$ cat config.mk
export PLATFORM = sky130hd
export DESIGN_NAME = srw_cell
export DESIGN_NICKNAME = d
export VERILOG_FILES = /design/src/hw/rtl/srw_pkg.sv /design/src/hw/rtl/srw_cell.sv
export SDC_FILE = /design/constraint.sdc
export NUM_CORES = 1
export LEC_CHECK = 0
export ABC_CLOCK_PERIOD_IN_PS = 28600
export BUFFER_PORTS_ARGS = -buffer_cell sky130_fd_sc_hd__buf_2
export CAP_MARGIN = 25
export CORE_AREA = 2 2 204 206
export CTS_CLUSTER_DIAMETER = 120
export DETAILED_ROUTE_END_ITERATION = 10
export DIE_AREA = 0 0 206 208
export PLACE_DENSITY = 0.47
export SYNTH_ARGS = -nofsm -noshare
export SYNTH_HDL_FRONTEND = slang
export SYNTH_SLANG_ARGS = --single-unit
$ cat constraint.sdc
create_clock -name clk_i -period 28.6 [get_ports clk_i]
set_input_delay 7.15 -clock clk_i [delete_from_list [all_inputs] [get_ports clk_i]]
set_output_delay 7.15 -clock clk_i [all_outputs]
set_load 0.03 [all_outputs]
$ cat src/hw/rtl/srw_pkg.sv
package srw_pkg;

  typedef enum logic [2:0] {
    OP_PUSH    = 3'd0,
    OP_FRONT   = 3'd1,
    OP_SUCCESS = 3'd2,
    OP_FAILURE = 3'd3,
    OP_ADVANCE = 3'd4,
    OP_LEAD    = 3'd5,
    OP_FOLLOW  = 3'd6,
    OP_STOP    = 3'd7
  } op_e;

  typedef enum logic [3:0] {
    ST_OK       = 4'd0,
    ST_STOPPED  = 4'd1,
    ST_INVALID  = 4'd2,
    ST_UNPOS    = 4'd3,
    ST_BELOW    = 4'd4,
    ST_BEYOND   = 4'd5,
    ST_DUP      = 4'd6,
    ST_MISSING  = 4'd7,
    ST_FULL     = 4'd8,
    ST_MISMATCH = 4'd9
  } status_e;

  typedef enum logic [1:0] {
    FSM_IDLE,
    FSM_SEARCH,
    FSM_APPLY,
    FSM_OUT
  } fsm_e;

  localparam int unsigned PosW = 62;
  localparam int unsigned TagW = 16;
  localparam int unsigned ByteW = 32;

  // command broadcast to every cell
  typedef struct packed {
    logic            write;   // write payload and set used in the free target cell
    logic            retire;  // clear used in the hit cell
    logic            flush;   // clear used where start is below key
    logic            clear;   // clear every cell
    logic [PosW-1:0] key;
    logic [PosW-1:0] wr_start;
    logic [PosW-1:0] wr_end;
    logic [TagW-1:0] wr_tag;
  } cell_cmd_t;

  // flags that ripple down the chain
  typedef struct packed {
    logic            hit;
    logic            free;
    logic            taken;   // write already claimed by an earlier cell
    logic [PosW-1:0] hit_start;
    logic [PosW-1:0] hit_end;
    logic [TagW-1:0] hit_tag;
  } cell_chain_t;

endpackage

$ cat src/hw/rtl/srw_cell.sv
module srw_cell (
  input  logic                clk_i,
  input  logic                rst_ni,
  input  srw_pkg::cell_cmd_t   cmd_i,
  input  srw_pkg::cell_chain_t chain_i,
  output srw_pkg::cell_chain_t chain_o,
  output logic                used_o,
  output logic [srw_pkg::ByteW-1:0] flush_bytes_o
);

  logic                      used_q, used_d;
  logic [srw_pkg::PosW-1:0]  start_q;
  logic [srw_pkg::PosW-1:0]  end_q;
  logic [srw_pkg::TagW-1:0]  tag_q;
  logic                      match, below, claim;
  logic [srw_pkg::PosW-1:0]  size;

  assign match = used_q && (start_q == cmd_i.key);
  assign below = used_q && (start_q < cmd_i.key);
  assign claim = !used_q && !chain_i.taken;
  assign size  = end_q - start_q;

  always_comb begin
    chain_o = chain_i;
    if (match && !chain_i.hit) begin
      chain_o.hit       = 1'b1;
      chain_o.hit_start = start_q;
      chain_o.hit_end   = end_q;
      chain_o.hit_tag   = tag_q;
    end
    if (!used_q) begin
      chain_o.free  = 1'b1;
      chain_o.taken = 1'b1;
    end
  end

  // bytes this cell gives up if the key becomes the new position
  assign flush_bytes_o = below ? size[srw_pkg::ByteW-1:0] : '0;
  assign used_o = used_q;

  always_comb begin
    used_d = used_q;
    if (cmd_i.clear) begin
      used_d = 1'b0;
    end else if (cmd_i.write && claim) begin
      used_d = 1'b1;
    end else if (cmd_i.retire && match && !chain_i.hit) begin
      used_d = 1'b0;
    end else if (cmd_i.flush && below) begin
      used_d = 1'b0;
    end
  end

  always_ff @(posedge clk_i or negedge rst_ni) begin
    if (!rst_ni) begin
      used_q <= 1'b0;
    end else begin
      used_q <= used_d;
    end
  end

  always_ff @(posedge clk_i) begin
    if (cmd_i.write && claim && !cmd_i.clear) begin
      start_q <= cmd_i.wr_start;
      end_q   <= cmd_i.wr_end;
      tag_q   <= cmd_i.wr_tag;
    end
  end

endmodule

* Word level (Yosys, flattened, before mapping) *
Cells that the tools add are included.

word-level totals
  register bits = 141
  output and inout port bits = 176
  word-level logic and storage cells = 29

cells by class
  add/subtract/negate cells = 1
  order comparisons = 1
  equality and inequality tests = 1
  mux-type cells = 8
  reductions and logical operators = 14

operators with widths
  cell                 count
  two-way mux 140 bit  1
  == test 62 bit       1
  < comparator 62 bit  1
  two-way mux 32 bit   1
  subtractor 32 bit    1
  logical AND 1 bit    9
  two-way mux 1 bit    5
  logical NOT 1 bit    4
  nonzero test 4 bit   1
  two-way mux 2 bit    1

* Logic depth before layout (Yosys ltp) *
Gate-level depths: netlist of run 1.

  depth after elaboration = 7
  mapped depth = 12

* Worst setup path after synthesis of run 1 *
Ideal clock, no wire load.

  path kind = input to register
  from = input cmd_i[202] (netlist bit)
  to = register end_q[0] (netlist bit), enable pin
  arrival = 21.748 ns
  required time = 27.558 ns
  path slack = 5.811 ns
  cell stages on the path = 1
  cell sequence = nor4b_1

on the way
  longest elaborated chain between the ends = 2

ends and longest elaborated chain
  element                 RTL line        text
  start: declaration      srw_cell.sv:4   input srw_pkg::cell_cmd_t cmd_i,
  logical NOT 1 bit       srw_cell.sv:63  if (cmd_i.write && claim && !cmd_i.clear) begin
  logical AND 1 bit       srw_cell.sv:63
  end signal: assignment  srw_cell.sv:65  end_q <= cmd_i.wr_end;
  end: declaration        srw_cell.sv:13  logic [srw_pkg::PosW-1:0] end_q;

Every way passes these cells.
A chain may end at the register's enable or synchronous reset.

==> results of run 1 <==
[routing by layer]
layer  share of wire, %  routed length, um  vias up
met5              0.079                 27        -
met2                 51              17300      300
met3                6.6               2250       39
met1                 41              14100     3804
met4                1.7                576        4
li1                   -                  -     4062
[cells in the final DEF (no fill, tap or decap), types with 17 or more instances in the layout]
| master | instances |
|---|---|
| edfxtp_1 | 140 |
| buf_2 | 526 |
| nor2_1 | 47 |
| a21o_1 | 32 |
| o21ai_0 | 23 |
| ha_1 | 93 |
| clkbuf_16 | 17 |
| inv_1 | 100 |
| a21oi_1 | 43 |
| nand2_1 | 25 |
| xnor2_1 | 18 |
| mux2_2 | 51 |
| mux2_1 | 89 |
[through the flow]
step                utilization [%]  cell area (sq um)  hold slack [ps]  total power [mW]  worst slack (ps)
floorplan                         -               9500              805             0.313              5810
global route                   32.7              13300              946             0.614             10540
CTS                            32.7              13300              894             0.597             10680
finish                         32.7              13300              881             0.585             10780
global placement               31.2              12700              880             0.358             10830
detailed placement             31.2              12700              883             0.359             10690
[power breakdown]
group | internal [mW] | switching, mW
Clock | 0.137 | 0.0954
Sequential | 0.235 | 0.00460
Combinational | 0.0473 | 0.0660
[how the worst max path moves through the flow]
stage | start | end | slack, ps | depth (start not counted)
4_1_cts | cmd_i[198] | chain_o[73] | 10680 | 11
6_report | cmd_i[198] | chain_o[73] | 10780 | 11
5_1_grt | cmd_i[198] | chain_o[73] | 10540 | 11
3_3_place_gp | cmd_i[201] | chain_o[73] | 10830 | 11
3_5_place_dp | cmd_i[198] | chain_o[73] | 10690 | 11
2_1_floorplan | cmd_i[202] | end_q[0] | 5810 | 1
[critical path, cell delays in order]
cell and delay, ps:
buf_2 80, inv_1 70, ha_1 280, nand4_1 140, nor4_2 480, and4bb_2 400, nand3_1 180, nor2_4 430
buf_4 730, mux2_1 440, buf_2 200
[final cells by class]
cell class | instances | area (sq um)
antenna | 1 | 2.50
clock inverter | 13 | 166
clock buffer | 17 | 425
timing repair buffer | 529 | 2670
tap | 532 | 666
fill | 4254 | 27300
inverter | 100 | 375
multi-input combinational | 554 | 4720
sequential | 141 | 4230
[registers in the layout (all words and copies together) (netlist names)]
name / flops
end_q: 62
start_q: 62
tag_q: 16
used_o: 1
[cells by family (layout without fill, tap and decap cells)]
logic type / count (synthesis) / in the layout / synth area share, %
DFF: 141 / 141 / 44.5
other: 0 / 1 / 0
adders and majority gates: 94 / 94 / 12.5
AOI/OAI and AO/OA: 150 / 150 / 10.5
xor gates and xnor gates: 23 / 23 / 2.12
buffers and inverters: 124 / 659 / 5.84
and+or+nand+nor: 146 / 146 / 7.81
muxes: 141 / 141 / 16.7
==> metrics.txt, run 1 <==
outcome complete, no violations; Num CTS Buffers 17; Leakage 6.27 nW; Layout Nets 1,788; grt met2 use 28.0%; GPL Wtd Cong 0.811; unrepaired setup endpoints after global routing false; Synth Instances 819; class of the worst hold path register to register; wire per inst 18.2 um; most common cell in the netlist edfxtp_1; WHS Path Cells 3; Distinct cells, synth 59; Pre-antenna DRT Iters 5; Min-Delay Startpoint used_o; DR vias between 8,000 and 9,000; first-pass GRT wire length 49,400 um; GRT Max-Usage Layer met2; Clk Latency, worst-skew pair 450 ps; clk slew on worst S/H paths 60 ps; Critical Path AT about 11,000 ps; Via density 4.35; Final setup viols 0; GRT met3 Usage under 10%; CORE AREA between 0.04 and 0.05 sq mm; Sinks on Clock Net 141; Ys Warns 0; starting DRC count in detailed routing 299; DP Cell Count roughly 1,900; Critical Path RT around 21,000 ps; # resized after CTS 0; R2R setup slack about 25,000 ps; Slew HR between 30% and 40%; post-DP HPWL between 20,000 and 30,000 um; synthesized area per cell 11.6 sq um; Synth Register Bits 141; maximum VDD drop around 0.032 mV; final critical-path required period 17,820 ps; Hold Fails Final Rpt 0; Yosys top cell area share between 40 and 50%; WL final 34,300 um; PwrDens 44.1 mW/mm^2; setup repair bufs after CTS 0; ys flop type edfxtp_1; initial core utilization 23.4%; FF-to-FF End used_o; kind of critical path input pin to output pin; Fin Setup TNS 0 ps; CP Launch Type input pin; synth top area cells edfxtp_1, ha_1, mux2_1; post-route ant nets 0; number of synthesized flops with an enable pin 140; die width 206 um; Site Rows 74; Final Skew 6.79 ps; Die Height 208 um; Synth top cells by count edfxtp_1, inv_1, ha_1; initial antenna violation count 7; GRT Total Usage about 16%; Die ar. 0.0428 sq mm; Fmax 0.0561 GHz; H-tree depth 4; total of max-cap violations 0; syn_nets 1,264; CTS max path bufs 2; worst flop-to-flop path startpoint start_q[61]; # hold bufs at CTS 0; CTS tree built; grt ovf 0; Hold EP used_o; Reg2Reg Depth 9; crit path max fanout 71; P&R area growth vs syn 39.6%; vias in the first global route roughly 8,400; met1 Track Usage GR approximately 18%; synthesized cell area 0.00950 sq mm; Clock Tree Root clkbuf_16; post-synth top area cell edfxtp_1; sequential share of the synthesized area ~45%; I/O Pins 527; layout cells sized above 1 between 40% and 50%; Async SR Flop Fraction 0.709%; drt drc 0; IO Port Bufs 526; largest net degree at the start of global routing 142; fin crit share 62.3%; max-slew violations 0; Worst-Margin Slew roughly 1000 ps; Final Non-Filler Cells 1,887; Setup crit end kind output pin
Power figures use the tool's default switching activity.
==> run 2: changes to the inputs <==
Settings changed: ABC_CLOCK_PERIOD_IN_PS 28600 to 15300, PLACE_DENSITY 0.47 to 0.48.
Clock period 28.6 ns to 15.3 ns, I/O delays scaled along.
==> run 2 against run 1 <==
Effect of this change:
- routed wire length rose by 4.4%
- critical endpoint is now chain_o[47]
- largest cell class unchanged
- core utilization is 0.071 points higher
- die area unchanged
- first-iteration DRC count shrank 1.7%
- clock power grew 87%
==> metrics.txt, run 2 (synthesis gave the netlist of run 1 again) <==
outcome complete, no violations; first-pass GRT wire length 50,400 um (+2.0%); max-slew violations 0 (unchanged); Top cell by count, worst path buf_2; Slew HR 38.2% (+5.8 points); layout cells sized above 1 45.7% (-0.11 points); H-tree depth 4 (unchanged); Hold Fails Final Rpt 0 (unchanged); Via density 4.38 (+0.67%); Reg2Reg Depth 9 (unchanged); # hold bufs at CTS 0 (unchanged); maximum VDD drop 0.0675 mV (+110%); clk slew on worst S/H paths 70 ps (about the same); setup repair bufs after CTS 0 (unchanged); Min-Delay Startpoint start_q[61]; sequential share of power 41.0% (about the same); R2R setup slack 11,330 ps (-13,640 ps); Sinks on Clock Net 141 (unchanged); cell-internal power 0.784 mW (+87%); leading registers by flop count end_q x62, start_q x62, tag_q x16; DR vias 8,299 (+1.1%); GRT Total Usage 16.3% (+0.56 points); Leakage 6.28 nW (+0.14%); met1 Track Usage GR 18.6% (+0.63 points); slowest CP cell buf_4; clock power share 39.5% (-0.2 points); initial antenna violation count 13 (+6); Logic pwr share 19.5% (about the same); CORE AREA 0.0406 sq mm (unchanged); worst flop-to-flop path startpoint start_q[60]; Critical Path AT 7520 ps (-3150 ps); Clk Latency, worst-skew pair 450 ps (about the same); Worst-Margin Slew 903 ps (-110 ps); I/O Pins 527 (unchanged); # resized after CTS 0 (unchanged); Die ar. 0.0428 sq mm (unchanged); CP Cell Sequence buf_2, inv_1, ha_1, nand4_1, nor4_2, and4bb_2, nand3_1, nor2_4, buf_4, mux2_2, buf_2; wire per inst 18.9 um (+4.0%); IO Port Bufs 526 (unchanged); vias in the first global route 8,408 (-0.40%); commonest cells after routing, fill and taps aside buf_2, edfxtp_1, inv_1, ha_1, mux2_1; Num CTS Buffers 17 (unchanged); post-DP HPWL 29,800 um (+4.8%); kind of critical path input pin to output pin; Pre-antenna DRT Iters 4 (-1); starting DRC count in detailed routing 294 (-1.7%); CTS tree built; drt drc 0 (unchanged); FF-to-FF End used_o; GRT met3 Usage 3.76% (-0.88 points); CTS max path bufs 2 (unchanged); Hold EP used_o; CP delay by family, top simple AND/OR/NAND/NOR gates; Clock Tree Root clkbuf_16; Layout Nets 1,788 (unchanged); crit path max fanout 58 (-18%); WHS Path Cells 5 (+2); GPL Wtd Cong 0.861 (+6.2%); most common cell after layout, fill and taps aside buf_2; P&R area growth vs syn 39.9%; initial core utilization 23.4% (unchanged); Net Sw Frac 28.5% (+0.14 points); Setup crit end kind output pin; grt met2 use 28.4% (+0.38 points); class of the worst hold path register to register; Critical Path RT 11,480 ps (-9970 ps); unrepaired setup endpoints after global routing false; grt ovf 0 (unchanged); total of max-cap violations 0 (unchanged); Die Height 208 um (unchanged); Post-Place Setup Slack 3930 ps (-6770 ps); Fmax 0.0882 GHz; PwrDens 82.5 mW/mm^2 (+87%); Fin Setup TNS 0 ps (unchanged); post-route ant nets 0 (unchanged); final critical-path required period between 10,000 and 15,000 ps; Total Power 1.10 mW (+87%); cell area after layout 0.0133 sq mm (+0.22%); CP Buf/Inv Count 4 (unchanged); Post-DP Area 0.0127 sq mm (about the same); Psw 0.313 mW (+88%); Final WS setup 3960 ps (-6820 ps); fin crit share roughly 74%; Final Skew 13.2 ps (+6.46 ps); Final setup viols 0 (unchanged); Filler cells 4,216 (-0.89%); die width 206 um (unchanged); largest net degree at the start of global routing 142 (unchanged); WL final 35,800 um (+4.4%); Site Rows 74 (unchanged); CP Launch Type input pin; largest stage delay on the critical path 670 ps (-60 ps); GRT Max-Usage Layer met2; Hold WS 937 ps (+56.1 ps)
## run 2: changes by cell type in the layout (fill, tap and decap cells not counted)
cell,delta
clkinv_1,+2
clkinv_4,+1
clkinvlp_4,-1
diode_2,+7
inv_6,-2
inv_8,+1
nor4b_2,-1
nor4b_4,+1
## run 2: metal layers
layer	part of all wire [%]	vias to the layer above	wire, um
li1	-	4073	-
met1	40	3867	14300
met2	51	317	18100
met3	6.3	38	2240
met4	2.8	4	1020
met5	0.062	-	22
## run 2: per-stage QoR
step / std cells / util [%]
6_report: 1895 / 32.8
5_1_grt: 1895 / 32.8
4_1_cts: 1887 / 32.7
3_5_place_dp: 1856 / 31.2
3_3_place_gp: 1856 / 31.2
2_1_floorplan: 819 / -
## run 2: worst max-delay path by stage
stage / startpoint / slack (ps) / to / depth (start not counted)
floorplan: chain_i[140] / 3030 / end_q[0] / 1
detailed placement: cmd_i[201] / 3930 / chain_o[16] / 11
global placement: cmd_i[201] / 4010 / chain_o[16] / 11
CTS: cmd_i[201] / 3920 / chain_o[16] / 11
finish: cmd_i[201] / 3960 / chain_o[47] / 11
global route: cmd_i[201] / 3720 / chain_o[16] / 11
## run 2: power by group through the flow
| stage | combinational, mW | clock (mW) | sequential, mW |
|---|---|---|---|
| 4_1_cts | 0.216 | 0.453 | 0.449 |
| 6_report | 0.214 | 0.433 | 0.449 |
| 3_5_place_dp | 0.215 | 0 | 0.457 |
| 2_1_floorplan | 0.127 | 0 | 0.454 |
| 5_1_grt | 0.234 | 0.462 | 0.450 |
| 3_3_place_gp | 0.213 | 0 | 0.458 |
## run 2: area by class of cell
cell class / count / area [sq um] / area share, %
diodes: 8 / 20.0 / 0.151
repair buffers: 529 / 2670 / 20.1
clock inverters: 14 / 169 / 1.27
well taps: 532 / 666 / 5.01
flip-flops and latches: 141 / 4230 / 31.8
inverters: 100 / 375 / 2.83
clock buffers: 17 / 425 / 3.20
multi-input cells: 554 / 4730 / 35.6
## run 2: tightest hold or removal path: stages, from the launching register on
cell      delay [ps]
edfxtp_1         360
ha_1             140
nand4b_1         130
a211oi_2          80
nand3_1           80
a21o_1           100
